$ cat config.mk
export PLATFORM = sky130hd
export DESIGN_NAME = lps_front_flat
export DESIGN_NICKNAME = d
export VERILOG_FILES = /design/src/rtl/core/lps_pkg.sv /design/src/rtl/core/lps_if.sv /design/src/rtl/core/lps_front.sv /design/src/flat_wrapper.sv
export SDC_FILE = /design/constraint.sdc
export NUM_CORES = 1
export LEC_CHECK = 0
export BUFFER_PORTS_ARGS = -buffer_cell sky130_fd_sc_hd__buf_2
export CAP_MARGIN = 20
export CORE_MARGIN = 5
export CORE_UTILIZATION = 50
export CTS_CLUSTER_DIAMETER = 120
export DETAILED_ROUTE_END_ITERATION = 8
export HOLD_SLACK_MARGIN = 0.06
export PLACE_DENSITY = 0.78
export SLEW_MARGIN = 20
export SYNTH_ARGS = -nofsm -noshare
export SYNTH_HDL_FRONTEND = slang
export SYNTH_SLANG_ARGS = --single-unit
$ cat constraint.sdc
create_clock -name clk -period 29.3 [get_ports clk]
set_clock_uncertainty 0.2 [all_clocks]
set_input_delay 5.86 -clock clk [delete_from_list [all_inputs] [get_ports clk]]
set_output_delay 5.86 -clock clk [all_outputs]
set_load 0.05 [all_outputs]
$ cat src/rtl/core/lps_pkg.sv
package lps_pkg;

    // Line buffer depth and derived widths
    localparam int MAX_ROW_LENGTH = 1024;
    localparam int ADDR_W         = $clog2(MAX_ROW_LENGTH);
    localparam int LEN_W          = ADDR_W + 1;

    // Field and register widths
    localparam int DATA_W     = 32;
    localparam int ROW_W      = 16;
    localparam int COL_W      = 10;
    localparam int RLEN_W     = 11;
    localparam int SCALE_W    = 32;
    localparam int FRAC_W     = 16;
    localparam int CFG_IDX_W  = 2;
    localparam int CFG_DATA_W = 32;

    // Register indexes on the configuration port
    localparam logic [CFG_IDX_W-1:0] REG_ROW_COUNT  = CFG_IDX_W'(0);
    localparam logic [CFG_IDX_W-1:0] REG_ROW_LENGTH = CFG_IDX_W'(1);
    localparam logic [CFG_IDX_W-1:0] REG_SCALE      = CFG_IDX_W'(2);

    // Register reset values (scale 1.0 in Q16.16)
    localparam logic [ROW_W-1:0]   ROW_COUNT_RST  = ROW_W'(32);
    localparam logic [RLEN_W-1:0]  ROW_LENGTH_RST = RLEN_W'(32);
    localparam logic [SCALE_W-1:0] SCALE_RST      = SCALE_W'(65536);

    // Smallest grid dimension that has an interior point
    localparam int MIN_DIM = 3;

    // Request queue between front and back
    localparam int QUEUE_DEPTH = 4;
    localparam int QPTR_W      = $clog2(QUEUE_DEPTH);
    localparam int QCNT_W      = QPTR_W + 1;

    // Result buffer at the output
    localparam int OUT_DEPTH = 16;
    localparam int OPTR_W    = $clog2(OUT_DEPTH);
    localparam int OCNT_W    = OPTR_W + 1;
    localparam int OCC_W     = OCNT_W + 1;

    // Arithmetic pipeline: stages after the line buffer read
    localparam int EMIT_STAGES = 6;
    localparam int FLIGHT_W    = $clog2(EMIT_STAGES + 2);
    localparam int SUM_W       = DATA_W + 3;
    localparam int PROD_W      = SUM_W + FRAC_W;
    localparam int RND_W       = PROD_W - FRAC_W;
    localparam int RES_W       = PROD_W + 1;
    localparam int ROUND_HALF  = 1 << (FRAC_W - 1);

    typedef struct packed {
        logic [ROW_W-1:0]   row_count;
        logic [RLEN_W-1:0]  row_length;
        logic [SCALE_W-1:0] scale;
    } lps_cfg_t;

    // One classified sample travelling from front to back
    typedef struct packed {
        logic [DATA_W-1:0] sample;
        logic [ADDR_W-1:0] col;
        logic [ROW_W-1:0]  row;
        logic              emit;
        logic              last;
    } lps_item_t;

    typedef struct packed {
        logic [ROW_W-1:0] row;
        logic [COL_W-1:0] col;
        logic             last;
    } lps_meta_t;

    typedef struct packed {
        logic [DATA_W-1:0] value;
        logic [ROW_W-1:0]  row;
        logic [COL_W-1:0]  col;
        logic              last;
    } lps_result_t;

endpackage

$ cat src/rtl/core/lps_if.sv
interface lps_in_if;
    logic                              valid;
    logic                              ready;
    logic signed [lps_pkg::DATA_W-1:0] sample;

    modport source (output valid, output sample, input ready);
    modport sink (input valid, input sample, output ready);
endinterface


$ cat src/rtl/core/lps_front.sv
module lps_front (
    input  logic                clk,
    input  logic                rst_n,
    input  lps_pkg::lps_cfg_t   cfg,
    lps_in_if.sink              in_chan,
    output logic                push_valid,
    input  logic                push_ready,
    output lps_pkg::lps_item_t  push_item
);

    logic [lps_pkg::ADDR_W-1:0] col_pos_reg;
    logic [lps_pkg::ADDR_W-1:0] col_pos_next;
    logic [lps_pkg::ROW_W-1:0]  row_pos_reg;
    logic [lps_pkg::ROW_W-1:0]  row_pos_next;

    logic                       accept;
    logic [lps_pkg::LEN_W-1:0]  len_eff;
    logic [lps_pkg::ROW_W-1:0]  rows_eff;
    logic                       col_wrap;
    logic [lps_pkg::ADDR_W-1:0] col_cur;
    logic [lps_pkg::ROW_W:0]    row_inc;
    logic [lps_pkg::ROW_W-1:0]  row_cur;
    logic [lps_pkg::LEN_W-1:0]  col_inc;
    logic [lps_pkg::ROW_W:0]    row_adv;

    // Pass the handshake straight to the queue
    assign push_valid    = in_chan.valid;
    assign in_chan.ready = push_ready;
    assign accept        = in_chan.valid && push_ready;

    // Clamp the grid dimensions
    always_comb
    begin
        len_eff = lps_pkg::LEN_W'(cfg.row_length);
        if (len_eff < lps_pkg::LEN_W'(lps_pkg::MIN_DIM))
        begin
            len_eff = lps_pkg::LEN_W'(lps_pkg::MIN_DIM);
        end
        else if (len_eff > lps_pkg::LEN_W'(lps_pkg::MAX_ROW_LENGTH))
        begin
            len_eff = lps_pkg::LEN_W'(lps_pkg::MAX_ROW_LENGTH);
        end
        rows_eff = (cfg.row_count < lps_pkg::ROW_W'(lps_pkg::MIN_DIM))
                 ? lps_pkg::ROW_W'(lps_pkg::MIN_DIM) : cfg.row_count;
    end

    // Place the sample, classify it and advance the raster position
    always_comb
    begin
        col_wrap = {1'b0, col_pos_reg} >= len_eff;
        col_cur  = col_wrap ? '0 : col_pos_reg;
        row_inc  = {1'b0, row_pos_reg} + (col_wrap ? (lps_pkg::ROW_W+1)'(1) : '0);
        row_cur  = (row_inc >= {1'b0, rows_eff}) ? '0 : row_inc[lps_pkg::ROW_W-1:0];
        col_inc  = {1'b0, col_cur} + lps_pkg::LEN_W'(1);
        row_adv  = {1'b0, row_cur} + (lps_pkg::ROW_W+1)'(1);

        push_item.sample = in_chan.sample;
        push_item.col    = col_cur;
        push_item.row    = row_cur - lps_pkg::ROW_W'(1);
        push_item.emit   = (row_cur >= lps_pkg::ROW_W'(2)) && (col_cur != '0)
                         && (col_inc < len_eff);
        push_item.last   = (row_cur == rows_eff - lps_pkg::ROW_W'(1))
                         && ({1'b0, col_cur} == len_eff - lps_pkg::LEN_W'(2));

        if (col_inc >= len_eff)
        begin
            col_pos_next = '0;
            row_pos_next = (row_adv >= {1'b0, rows_eff}) ? '0
                         : row_adv[lps_pkg::ROW_W-1:0];
        end
        else
        begin
            col_pos_next = col_inc[lps_pkg::ADDR_W-1:0];
            row_pos_next = row_cur;
        end
    end

    // Hold the position between requests
    always_ff @(posedge clk or negedge rst_n)
    begin
        if (!rst_n)
        begin
            col_pos_reg <= '0;
            row_pos_reg <= '0;
        end
        else if (accept)
        begin
            col_pos_reg <= col_pos_next;
            row_pos_reg <= row_pos_next;
        end
    end

    a_last_is_interior: assert property (@(posedge clk) disable iff (!rst_n)
        (accept && push_item.last) |-> push_item.emit)
        else $error("last flag set on a border point");

endmodule

$ cat src/flat_wrapper.sv
// flat-port wrapper written by rule: the top's interface ports become plain ports
module lps_front_flat 
  (clk, rst_n, cfg, push_valid, push_ready, push_item, in_chan_valid, in_chan_sample, in_chan_ready);
  lps_in_if in_chan_i ();
  input  logic clk;
  input  logic rst_n;
  input  lps_pkg::lps_cfg_t cfg;
  output logic push_valid;
  input  logic push_ready;
  output lps_pkg::lps_item_t push_item;
  input wire logic [$bits(in_chan_i.valid)-1:0] in_chan_valid;
  input wire logic [$bits(in_chan_i.sample)-1:0] in_chan_sample;
  output wire logic [$bits(in_chan_i.ready)-1:0] in_chan_ready;
  assign in_chan_i.valid = in_chan_valid;
  assign in_chan_i.sample = in_chan_sample;
  assign in_chan_ready = in_chan_i.ready;
  lps_front u_core (.clk(clk), .rst_n(rst_n), .cfg(cfg), .in_chan(in_chan_i), .push_valid(push_valid), .push_ready(push_ready), .push_item(push_item));
endmodule
==> flow_metrics.py <==
metrics = {
    "run_status": {
        "status": "finished, final reports clean",
    },
    "die": {
        "io_pins": 157,
        "die_x_um": 113,
        "dieArea_um2": 12800,
        "std_cell_rows": 37,
        "start_util_pct": 51.4,
        "core_um2": 10300,
        "die_h_um": 113,
    },
    "critical_path": {
        "cp.required_ns": 23.24,
        "worst_path_max_delay_cell": "xnor2_1",
        "r2r_slack_ns": 19.35,
        "worst_path_largest_cell_delay_ns": 0.57,
        "r2r_cells": 34,
        "start_kind": "input pin",
        "critPathKind": "in -> out",
        "rr_endpoint": "u_core.row_pos_reg[7]",
        "worstSetupEndpointType": "primary output",
        "crit_fanout": 13,
        "cp.arrival_ns": 14.12,
        "timing.rr.start": "u_core.col_pos_reg[5]",
        "cp_common_cell": "ha_1",
    },
    "timing": {
        "hold_violations": 0,
        "rsz0062_at_grt": "false",
        "tns_ns": 0,
        "fmax_mhz": 49.6,
        "drv_slew": 0,
        "fin_ws_ns": 9.12,
        "hold_slack_ns": 0.379,
        "min_period_over_period_pct": 68.9,
        "tightest_slew_ns": 1.01,
        "setup_violations": 0,
        "relSlewSlack_pct": 32.6,
        "min_period_ns": 20.18,
    },
    "cells_and_area": {
        "final_cell_mix": "nor2_1 (73), nand2_1 (69), ha_1 (62), buf_2 (60), xnor2_1 (44)",
        "drive_gt1_share_pct": 12.6,
        "regArea_um2": 651,
        "largest_reg_flops": 16,
        "nFillCells": 1022,
        "final_common_cell": "nor2_1",
        "diodes": 0,
        "multi_input_area_um2": 4130,
        "syn_to_final_growth_pct": 4.27,
        "nNetsFinal": 902,
        "final_util_pct": 53.6,
    },
    "hold_path": {
        "hold_path_class": "reg -> reg",
        "whs_path_depth": 2,
        "whs_endpoint": "u_core.row_pos_reg[15]",
        "min-delay-start": "u_core.row_pos_reg[15]",
    },
    "global_route": {
        "grt_overflow_total": 0,
        "grt_pass1_wl_um": 26700,
        "grt_max_degree": 41,
        "grt_pass1_vias": 5390,
        "track_usage_pct": 25.2,
        "antenna_found_initial": 0,
    },
    "routing": {
        "num_vias": 5755,
        "detail-route-antenna-nets": 0,
        "initialDrtViolationCount": 473,
        "viasPerCell": 6.54,
        "route.detailed.drc": 0,
        "first_pass_iters": 5,
        "wirelength_um": 16800,
        "routedWlPerCell_um": 19.1,
    },
    "cts": {
        "cts_root_buffer": "clkbuf_8",
        "cts_tree": "built",
        "ctsHtreeMaxLevel": 1,
        "cts_setup_buffers": 0,
        "insertion_delay_ns": 0.28,
        "clockBufferDepth": 2,
        "cts_buffers": 3,
        "cts_sinks": 26,
        "hold_buffers": 0,
        "cts_resized": 0,
        "clkSlewWorstSetupHoldPaths_ns": 0.10,
    },
    "placed_design": {
        "place_hpwl_um": 13300,
        "gp_congestion": 0.969,
        "place_ws_ns": 9.33,
        "place.port_buffers": 60,
    },
    "synth": {
        "yosys_warnings": 0,
        "synthSimpleGateAreaFrac_pct": 29.7,
        "synth_edf_count": 0,
        "synth_xor_xnor_area_share_pct": 10.4,
        "syn-num-nets": 892,
        "syn_inst": 735,
        "seq_area_frac_synth_pct": 12.3,
        "synthAdderAreaFrac_pct": 14.6,
        "synth_mux_area_share_pct": 0.613,
        "synth.distinct_cells": 74,
        "synthesis.area_um2": 5310,
        "synth_top_family_by_area": "simple AND/OR/NAND/NOR gates",
        "avgSynthCellArea_um2": 7.22,
        "synth-compound-area-share_pct": 22.4,
        "ys_ff_latch": 26,
        "synthArstFlopShare_pct": 100,
        "synth_top_flop_cell": "dfrtp_1",
    },
    "power": {
        "ir_worst_vdd_mv": 0.0412,
        "cellLeakagePower_nw": 2.45,
        "power_per_cell_area_nw_per_um2": 75.2,
        "power.total_mw": 0.416,
    },
    "job": {
        "drv_cap": 0,
    },
}
[cells by family after synthesis]
logic type | Yosys count
muxes | 3
xor gates and xnor gates | 62
buffers and inverters | 105
AOI/OAI and AO/OA | 170
DFF | 26
and+or+nand+nor | 307
adders and majority gates | 62
[cells in the mapped netlist (6+ instances only)]
cell | count | area, um2
a211oi_1 | 8 | 60.1
a21o_1 | 14 | 105
a21oi_1 | 36 | 180
a221oi_1 | 6 | 52.6
and2_1 | 11 | 68.8
and3_1 | 16 | 100
and4_1 | 7 | 61.3
buf_4 | 34 | 255
clkbuf_1 | 27 | 101
dfrtp_1 | 26 | 651
ha_1 | 62 | 776
inv_1 | 35 | 131
nand2_1 | 69 | 259
nand3_1 | 32 | 160
nand4_1 | 23 | 144
nor2_1 | 73 | 274
nor2b_1 | 8 | 50.1
nor3_1 | 25 | 125
nor4_1 | 9 | 56.3
o211ai_1 | 12 | 90.1
o21ai_0 | 34 | 170
o31ai_1 | 8 | 60.1
xnor2_1 | 44 | 385
xor2_1 | 17 | 149
[power by group]
group | switching (mW) | total (mW) | leakage [nW] | internal [mW]
clock | 0.0122 | 0.0242 | 0.0288 | 0.0121
sequential | 0.0184 | 0.0632 | 0.327 | 0.0448
combinational | 0.226 | 0.329 | 2.09 | 0.103
total | 0.257 | 0.416 | 2.45 | 0.160
[critical path: cells and delay by family]
family / cells / cell delay (ns)
AO/OA/AOI/OAI: 9 / 2.42
adder cells (fa/ha/maj): 4 / 1.28
AND/OR/NAND/NOR: 11 / 2.54
XOR/XNOR: 1 / 0.57
buffers and inverters: 6 / 1.44
[area by class of cell]
cell class              instances  area share, %
clock buffers                   4          0.995
flip-flops and latches         26           11.8
repair buffers                 72           7.05
inverters                      38           2.58
well taps                     136           3.07
multi-input cells             604           74.5
[worst max-delay path by stage]
stage | start | end
after detailed placement | cfg[39] | push_item[0]
after CTS | cfg[39] | push_item[0]
after global placement | cfg[39] | push_item[0]
final | cfg[39] | push_item[0]
after global routing | cfg[39] | push_item[0]
after floorplan | cfg[39] | push_item[0]
[stage by stage]
step	cell area, um2	instances
6_report	5530	880
3_5_place_dp	5480	876
3_3_place_gp	5480	876
5_1_grt	5530	880
4_1_cts	5530	880
2_1_floorplan	5310	735
[metal layers]
layer	vias to the layer above	routed length (um)	share of wire [%]	global-route usage (%)
met1	2684	7010	42	34.2
met4	0	647	3.9	11.3
met5	-	0	0	0
li1	2671	-	-	-
met3	75	1710	10	3.48
met2	325	7420	44	39.7
Power figures use the tool's default switching activity.
