## src/rtl/core/lps_pkg.sv

```systemverilog
package lps_pkg;

    // Line buffer depth and derived widths
    localparam int MAX_ROW_LENGTH = 1024;
    localparam int ADDR_W         = $clog2(MAX_ROW_LENGTH);
    localparam int LEN_W          = ADDR_W + 1;

    // Field and register widths
    localparam int DATA_W     = 32;
    localparam int ROW_W      = 16;
    localparam int COL_W      = 10;
    localparam int RLEN_W     = 11;
    localparam int SCALE_W    = 32;
    localparam int FRAC_W     = 16;
    localparam int CFG_IDX_W  = 2;
    localparam int CFG_DATA_W = 32;

    // Register indexes on the configuration port
    localparam logic [CFG_IDX_W-1:0] REG_ROW_COUNT  = CFG_IDX_W'(0);
    localparam logic [CFG_IDX_W-1:0] REG_ROW_LENGTH = CFG_IDX_W'(1);
    localparam logic [CFG_IDX_W-1:0] REG_SCALE      = CFG_IDX_W'(2);

    // Register reset values (scale 1.0 in Q16.16)
    localparam logic [ROW_W-1:0]   ROW_COUNT_RST  = ROW_W'(32);
    localparam logic [RLEN_W-1:0]  ROW_LENGTH_RST = RLEN_W'(32);
    localparam logic [SCALE_W-1:0] SCALE_RST      = SCALE_W'(65536);

    // Smallest grid dimension that has an interior point
    localparam int MIN_DIM = 3;

    // Request queue between front and back
    localparam int QUEUE_DEPTH = 4;
    localparam int QPTR_W      = $clog2(QUEUE_DEPTH);
    localparam int QCNT_W      = QPTR_W + 1;

    // Result buffer at the output
    localparam int OUT_DEPTH = 16;
    localparam int OPTR_W    = $clog2(OUT_DEPTH);
    localparam int OCNT_W    = OPTR_W + 1;
    localparam int OCC_W     = OCNT_W + 1;

    // Arithmetic pipeline: stages after the line buffer read
    localparam int EMIT_STAGES = 6;
    localparam int FLIGHT_W    = $clog2(EMIT_STAGES + 2);
    localparam int SUM_W       = DATA_W + 3;
    localparam int PROD_W      = SUM_W + FRAC_W;
    localparam int RND_W       = PROD_W - FRAC_W;
    localparam int RES_W       = PROD_W + 1;
    localparam int ROUND_HALF  = 1 << (FRAC_W - 1);

    typedef struct packed {
        logic [ROW_W-1:0]   row_count;
        logic [RLEN_W-1:0]  row_length;
        logic [SCALE_W-1:0] scale;
    } lps_cfg_t;

    // One classified sample travelling from front to back
    typedef struct packed {
        logic [DATA_W-1:0] sample;
        logic [ADDR_W-1:0] col;
        logic [ROW_W-1:0]  row;
        logic              emit;
        logic              last;
    } lps_item_t;

    typedef struct packed {
        logic [ROW_W-1:0] row;
        logic [COL_W-1:0] col;
        logic             last;
    } lps_meta_t;

    typedef struct packed {
        logic [DATA_W-1:0] value;
        logic [ROW_W-1:0]  row;
        logic [COL_W-1:0]  col;
        logic              last;
    } lps_result_t;

endpackage

```

## src/rtl/core/lps_queue.sv

```systemverilog
module lps_queue (
    input  logic               clk,
    input  logic               rst_n,
    input  logic               push_valid,
    output logic               push_ready,
    input  lps_pkg::lps_item_t push_item,
    output logic               pop_valid,
    input  logic               pop_ready,
    output lps_pkg::lps_item_t pop_item
);

    lps_pkg::lps_item_t         slot_reg [lps_pkg::QUEUE_DEPTH];
    logic [lps_pkg::QPTR_W-1:0] wr_ptr_reg;
    logic [lps_pkg::QPTR_W-1:0] rd_ptr_reg;
    logic [lps_pkg::QCNT_W-1:0] count_reg;
    logic [lps_pkg::QCNT_W-1:0] count_next;
    logic                       push;
    logic                       pop;

    assign push_ready = count_reg != lps_pkg::QCNT_W'(lps_pkg::QUEUE_DEPTH);
    assign pop_valid  = count_reg != '0;
    assign push       = push_valid && push_ready;
    assign pop        = pop_valid && pop_ready;
    assign pop_item   = slot_reg[rd_ptr_reg];

    always_comb
    begin
        count_next = count_reg;
        if (push && !pop)
        begin
            count_next = count_reg + lps_pkg::QCNT_W'(1);
        end
        else if (pop && !push)
        begin
            count_next = count_reg - lps_pkg::QCNT_W'(1);
        end
    end

    // Store the incoming request
    always_ff @(posedge clk)
    begin
        if (push)
        begin
            slot_reg[wr_ptr_reg] <= push_item;
        end
    end

    // Advance pointers and occupancy
    always_ff @(posedge clk or negedge rst_n)
    begin
        if (!rst_n)
        begin
            wr_ptr_reg <= '0;
            rd_ptr_reg <= '0;
            count_reg  <= '0;
        end
        else
        begin
            if (push)
            begin
                wr_ptr_reg <= wr_ptr_reg + lps_pkg::QPTR_W'(1);
            end
            if (pop)
            begin
                rd_ptr_reg <= rd_ptr_reg + lps_pkg::QPTR_W'(1);
            end
            count_reg <= count_next;
        end
    end

endmodule

```

## config.mk

```make
export PLATFORM = sky130hd
export DESIGN_NAME = lps_queue
export DESIGN_NICKNAME = d
export VERILOG_FILES = /design/src/rtl/core/lps_pkg.sv /design/src/rtl/core/lps_queue.sv
export SDC_FILE = /design/constraint.sdc
export NUM_CORES = 1
export LEC_CHECK = 0
export ABC_AREA = 1
export BUFFER_PORTS_ARGS = -buffer_cell sky130_fd_sc_hd__buf_2
export CORE_MARGIN = 5
export CORE_UTILIZATION = 35
export CTS_BUF_LIST = sky130_fd_sc_hd__clkbuf_4
export DETAILED_ROUTE_END_ITERATION = 8
export GPL_ROUTABILITY_DRIVEN = 1
export SLEW_MARGIN = 5
export SYNTH_ARGS = -nofsm -noshare
export SYNTH_HDL_FRONTEND = slang
export SYNTH_SLANG_ARGS = --single-unit
```

## constraint.sdc

```tcl
create_clock -name clk -period 3.88 [get_ports clk]
set_clock_uncertainty 0.05 [all_clocks]
set_input_delay 0.776 -clock clk [delete_from_list [all_inputs] [get_ports clk]]
set_output_delay 0.776 -clock clk [all_outputs]
set_load 0.05 [all_outputs]
```

==> results of run 1 <==
routing by layer:
metal | up-vias | wire length [um] | part of all wire, % | GRT usage (%)
li1 | 3019 | - | - | -
met1 | 2828 | 9000 | 43 | 15.7
met2 | 159 | 10200 | 49 | 21.0
met3 | 48 | 1280 | 6.1 | 4.05
met4 | 2 | 485 | 2.3 | 4.98
met5 | - | 19 | 0.090 | 0
area by class of cell:
class / count / area [um^2]
clock buffers: 105 / 788
inverters: 135 / 515
diodes: 2 / 5.00
fillers: 2783 / 17200
repair buffers: 139 / 783
clock inverters: 13 / 100
flip-flops and latches: 247 / 7390
well taps: 390 / 488
multi-input cells: 338 / 2260
logic make-up after synthesis:
kind of cell	Yosys count	synth area share [%]
xor+xnor	1	0.0840
fa+ha+maj	6	0.791
buf+inv	174	7.88
flops	247	70.8
simple gates	210	8.31
compound gates	121	12.2
report_power, final:
part | switching, mW | total, mW | internal (mW)
registers | 0.187 | 3.70 | 3.51
logic | 3.57 | 4.66 | 1.10
clock network | 1.04 | 2.34 | 1.30
Yosys cell counts, drive strengths merged:
library cell | instances | area (um^2)
clkbuf | 4 | 15.0
dfrtp | 7 | 175
nor2 | 4 | 15.0
o21ai | 1 | 5.00
nand2 | 198 | 811
o211ai | 120 | 1270
edfxtp | 240 | 7210
buf | 35 | 298
ha | 5 | 62.6
clkinv | 1 | 3.75
inv | 134 | 505
nand4 | 1 | 6.26
nand3 | 7 | 35.0
xnor2 | 1 | 8.76
fa | 1 | 20.0
how the worst min path moves through the flow:
stage,slack [ns],endpoint,cells past startpoint,startpoint
2_1_floorplan,0.41,count_reg[2],2,count_reg[2]
3_3_place_gp,0.43,count_reg[2],2,count_reg[2]
3_5_place_dp,0.45,count_reg[2],2,count_reg[2]
4_1_cts,0.17,slot_reg[3][33],1,push_item[33]
5_1_grt,0.20,slot_reg[1][26],1,push_item[26]
6_report,0.28,slot_reg[3][33],1,push_item[33]
placed cells by master, fill, tap and decap left out, drive strengths merged:
| master | count |
|---|---|
| xnor2 | 1 |
| buf | 138 |
| clkinv | 12 |
| edfxtp | 240 |
| diode | 2 |
| nand3 | 7 |
| o21ai | 1 |
| fa | 1 |
| nand2 | 198 |
| ha | 5 |
| o211ai | 120 |
| nand4 | 1 |
| clkinvlp | 1 |
| inv | 134 |
| clkbuf | 105 |
| dlygate4sd3 | 1 |
| nor2 | 4 |
| dfrtp | 7 |
| bufinv | 1 |
stage by stage:
step	setup TNS, ns	util [%]	std cells	power (mW)
global route	0	41.7	1368	11.4
global placement	0	38.6	1248	8.49
CTS	0	41.7	1367	10.9
floorplan	-89.97	-	759	7.53
finish	0	41.7	1369	10.7
detailed placement	0	38.6	1248	8.52
==> summary.md, run 1 <==
| Metric | Value |
|---|---|
| Max FFs per register | `240` |
| Starting density of the core | `roughly a third` |
| Worst Setup SP | `rd_ptr_reg[1]` |
| Die Width | `183 um` |
| Worst Path Required | `3.05 ns` |
| Design Area, Final | `12300 um^2` |
| Worst path cell trace | `clkinv_2 > buf_4 > o211ai_2 > nand2_1 > buf_2` |
| Worst setup SP type | `flop` |
| Max clock buf depth | `3` |
| CTS tree | `built` |
| CP max stage cell | `buf_4` |
| Setup crit end kind | `output port` |
| Reg-to-reg slack, setup | `1.54 ns` |
| DRC Markers | `0` |
| Net count after synthesis | `829` |
| Core outline area | `29600 um^2` |
| Hold Crit Class | `in -> reg` |
| RD Place Congestion | `between 0.7 and 0.8` |
| H-tree Lvls | `3` |
| Vias | `6056` |
| FMAX | `283 MHz` |
| Gate Count Post-Synth | `759` |
| First-pass GRT wire length | `33400 um` |
| Detailed Place HPWL | `between 10000 and 15000 um` |
| # resized after CTS | `0` |
| Area grow syn2layout | `18.1%` |
| Max VDD drop | `671 uV` |
| Yosys cell types | `22` |
| R2r startpoint | `count_reg[0]` |
| DR vias/cell | `4.42` |
| Crit-path max FO | `between 60 and 70` |
| Root Buffer | `clkbuf_4` |
| Min Hold Slack | `0.282 ns` |
| IO Count | `126` |
| CP Class | `reg -> out` |
| Maximum number of pins on one net before global-route repair | `69` |
| Number of synthesized register bits | `247` |
| Final WL | `21000 um` |
| RSZ-0062 raised after global routing | `false` |
| Die Y | `183 um` |
| Die ar. | `around 33000 um^2` |
| Final nets | `999` |
| Worst skew pair latency | `around 0.63 ns` |
| Final ANT Viol Nets | `0` |
| Sequential area share after synthesis | `70.8%` |
| Setup Slack @ Placement | `0.979 ns` |
| Worst Reg2Reg Path Length in Cells | `5` |
| Routed WL per cell | `15.4 um` |
| DRT Pass-1 Iters | `4` |
| Max-Slew Margin vs Limit | `36.0%` |
| Total track usage | `roughly an eighth` |
| CP bufs+invs | `3` |
| Avg Inst Size Synth | `13.7 um^2` |
| Proportion of layout cells with a drive suffix above 1 | `36.7%` |
| Cell family with most CP delay | `buffers and inverters` |
| Max-Cap Viols | `0` |
| Clk sinks | `247` |
| CTS buffer count | `68` |
| Period utilization | `between 90 and 100%` |
| Critical Path Stages | `5` |
| Pwr per Cell Area | `869 nW/um^2` |
| Final hold violation count | `0` |
| Post-Place Cell Area | `approximately 11000 um^2` |
| Cell leakage power | `5.07 nW` |
| GRT Residual Overflow | `0` |
| Slew of the pin with the lowest slew margin | `about 0.96 ns` |
| Cts hold-fix bufs | `1` |
| Worst setup path end | `pop_item[48]` |
| Run status | `finished, final reports clean` |
| Number of I/O port buffers | `125` |
| Synth Cell Area | `10400 um^2` |
| Final worst slack | `0.343 ns` |
| # Post-CTS Setup Buffers | `0` |
| Fin crit period | `3.54 ns` |
| Final Max Tran Viols | `0` |
| Ys Warns | `0` |
| CTS clk-pin slew, worst paths | `0.06 ns` |
| DRT iter0 DRCs | `approximately 210` |
| Final setup fails | `0` |
| Cell Rows | `63` |
| FF-to-FF End | `slot_reg[1][6]` |
| Slowest stage delay, CP | `0.73 ns` |
| Vias in the first global route | `6297` |
| Worst Path Arrival | `between 2 and 3 ns` |
| Initial antenna violation count | `2` |
Note: power is estimated with default switching activity, not from simulation.
==> run 2, diff against run 1 <==
Settings changed: CORE_ASPECT_RATIO set to 1.2.
==> summary.md, run 2 (synthesized netlist as in run 1, its figures left out) <==
| Metric | Value |
|---|---|
| Run status | `finished, final reports clean` |
| CP max stage cell | `buf_4` |
| Commonest non-fill, non-tap cells in the layout | `edfxtp_1 (240), nand2_1 (171), inv_1 (131)` |
| Total track usage | `12.7%` |
| Worst Setup SP | `rd_ptr_reg[1]` |
| Final setup TNS | `0 ns` |
| DR vias/cell | `4.48` |
| Hold_sp | `push_item[28]` |
| Maximum number of pins on one net before global-route repair | `81` |
| Setup Slack @ Placement | `1.18 ns` |
| Cell Rows | `69` |
| Final nets | `1002` |
| Die Y | `199 um` |
| Fin crit period | `3.30 ns` |
| DRT iter0 DRCs | `220` |
| Worst setup SP type | `flop` |
| Starting density of the core | `35.3%` |
| Final Max Tran Viols | `0` |
| Die ar. | `33400 um^2` |
| Met2 WL post-DR | `10500 um` |
| CTS buffer count | `67` |
| Core outline area | `29500 um^2` |
| Max clock buf depth | `3` |
| Slew of the pin with the lowest slew margin | `1.04 ns` |
| Number of I/O port buffers | `125` |
| Met3 Routed Length | `1220 um` |
| Area grow syn2layout | `16.8%` |
| Max FFs per register | `240` |
| Final setup fails | `0` |
| Max VDD drop | `508 uV` |
| Worst Path Arrival | `between 2 and 2.5 ns` |
| CTS tree | `built` |
| Most common cell after layout, fill and taps aside | `edfxtp_1` |
| H-tree Lvls | `3` |
| RSZ-0062 raised after global routing | `false` |
| Hold Crit Class | `in -> reg` |
| Vias in the first global route | `~6400` |
| Cell leakage power | `5.00 nW` |
| Routed WL per cell | `about 15 um` |
| Slowest stage delay, CP | `0.80 ns` |
| Pwr per Cell Area | `854 nW/um^2` |
| Final hold violation count | `0` |
| Max-Slew Margin vs Limit | `30.4%` |
| Worst Path Required | `3.05 ns` |
| Worst skew pair latency | `about 0.63 ns` |
| Wl on met1 | `8610 um` |
| DRC Markers | `0` |
| GRT Residual Overflow | `0` |
| CTS clk-pin slew, worst paths | `0.07 ns` |
| Vias | `between 6000 and 7000` |
| Detailed Place HPWL | `about 12000 um` |
| Final worst slack | `0.584 ns` |
| Root Buffer | `clkbuf_4` |
| Max-Cap Viols | `0` |
| First-pass GRT wire length | `around 33000 um` |
| Final ANT Viol Nets | `0` |
| IO Count | `126` |
| Top layer in use | `met5` |
| Worst path cell trace | `buf_4 > o211ai_2 > nand2_1 > buf_2` |
| CP Class | `reg -> out` |
| Proportion of layout cells with a drive suffix above 1 | `35.1%` |
| Setup crit end kind | `output port` |
| Final WL | `20700 um` |
| DRT Pass-1 Iters | `4` |
| Crit-path max FO | `62` |
| RD Place Congestion | `0.700` |
| Final core utilization | `between 40% and 50%` |
| Period utilization | `between 80% and 90%` |
| Clk sinks | `247` |
| # Post-CTS Setup Buffers | `0` |
| Die Width | `roughly 170 um` |
| Initial antenna violation count | `4` |
| FMAX | `slightly above 300 MHz` |
| R2r startpoint | `count_reg[0]` |
==> run 2: changes by cell type in the layout (fill, tap and decap cells not counted), sizes merged <==
cell      before  now
clkbuf       105   87
inv          134  135
clkinvlp       1    0
buf          138  142
bufinv         1    0
clkinv        12   18
==> run 2: worst paths after layout <==
check                             endpoint  slack, ns  cells past startpoint
setup / recovery              pop_item[52]       0.58                      4
max in group asynchronous    rd_ptr_reg[1]       3.12                      2
hold reg to reg               count_reg[2]       0.46                      2
hold / removal             slot_reg[1][28]       0.30                      1
setup reg to reg              count_reg[1]       1.63                      9
min in group asynchronous    wr_ptr_reg[0]       0.47                      2
==> run 2: worst max-delay path, delay by kind of cell, from the launching register on <==
kind            cells  cell delay (ns)
compound gates      1             0.18
buf+inv             2             1.07
flops               1             0.41
simple gates        1             0.14
==> run 2: power by group <==
group	internal (mW)	total (mW)	switching [mW]
combinational	1.12	4.73	3.61
clock	1.03	2.01	0.975
sequential	3.51	3.66	0.148
total	5.67	10.4	4.73
==> run 2: through the flow <==
stage	std cells	hold WS [ns]	cell area, um^2	power [mW]
after floorplan	759	0.413	10400	7.53
after global placement	1252	0.442	11500	8.50
after detailed placement	1252	0.444	11500	8.56
after CTS	1358	0.207	12200	10.6
after global routing	1360	0.212	12200	11.1
final	1360	0.304	12200	10.4
==> run 2: layer usage <==
layer,track usage [%],vias to the layer above
li1,-,3016
met1,14.7,2903
met2,21.7,130
met3,4.51,36
met4,5.26,4
met5,0,-
==> run 2: layout make-up <==
| type | instances | area [um^2] |
|---|---|---|
| fillers | 2805 | 17300 |
| flip-flops and latches | 247 | 7390 |
| multi-input cells | 338 | 2260 |
| repair buffers | 143 | 813 |
| clock buffers | 87 | 653 |
| inverters | 135 | 515 |
| well taps | 390 | 488 |
| clock inverters | 18 | 68.8 |
| diodes | 2 | 5.00 |
==> run 2: repair_timing <==
item                                    4_1_cts  5_1_grt
endpoints found under the hold margin         7        0
hold buffers                                  1        0
endpoints found under the setup margin        0        0
gates resized for setup                       0        0
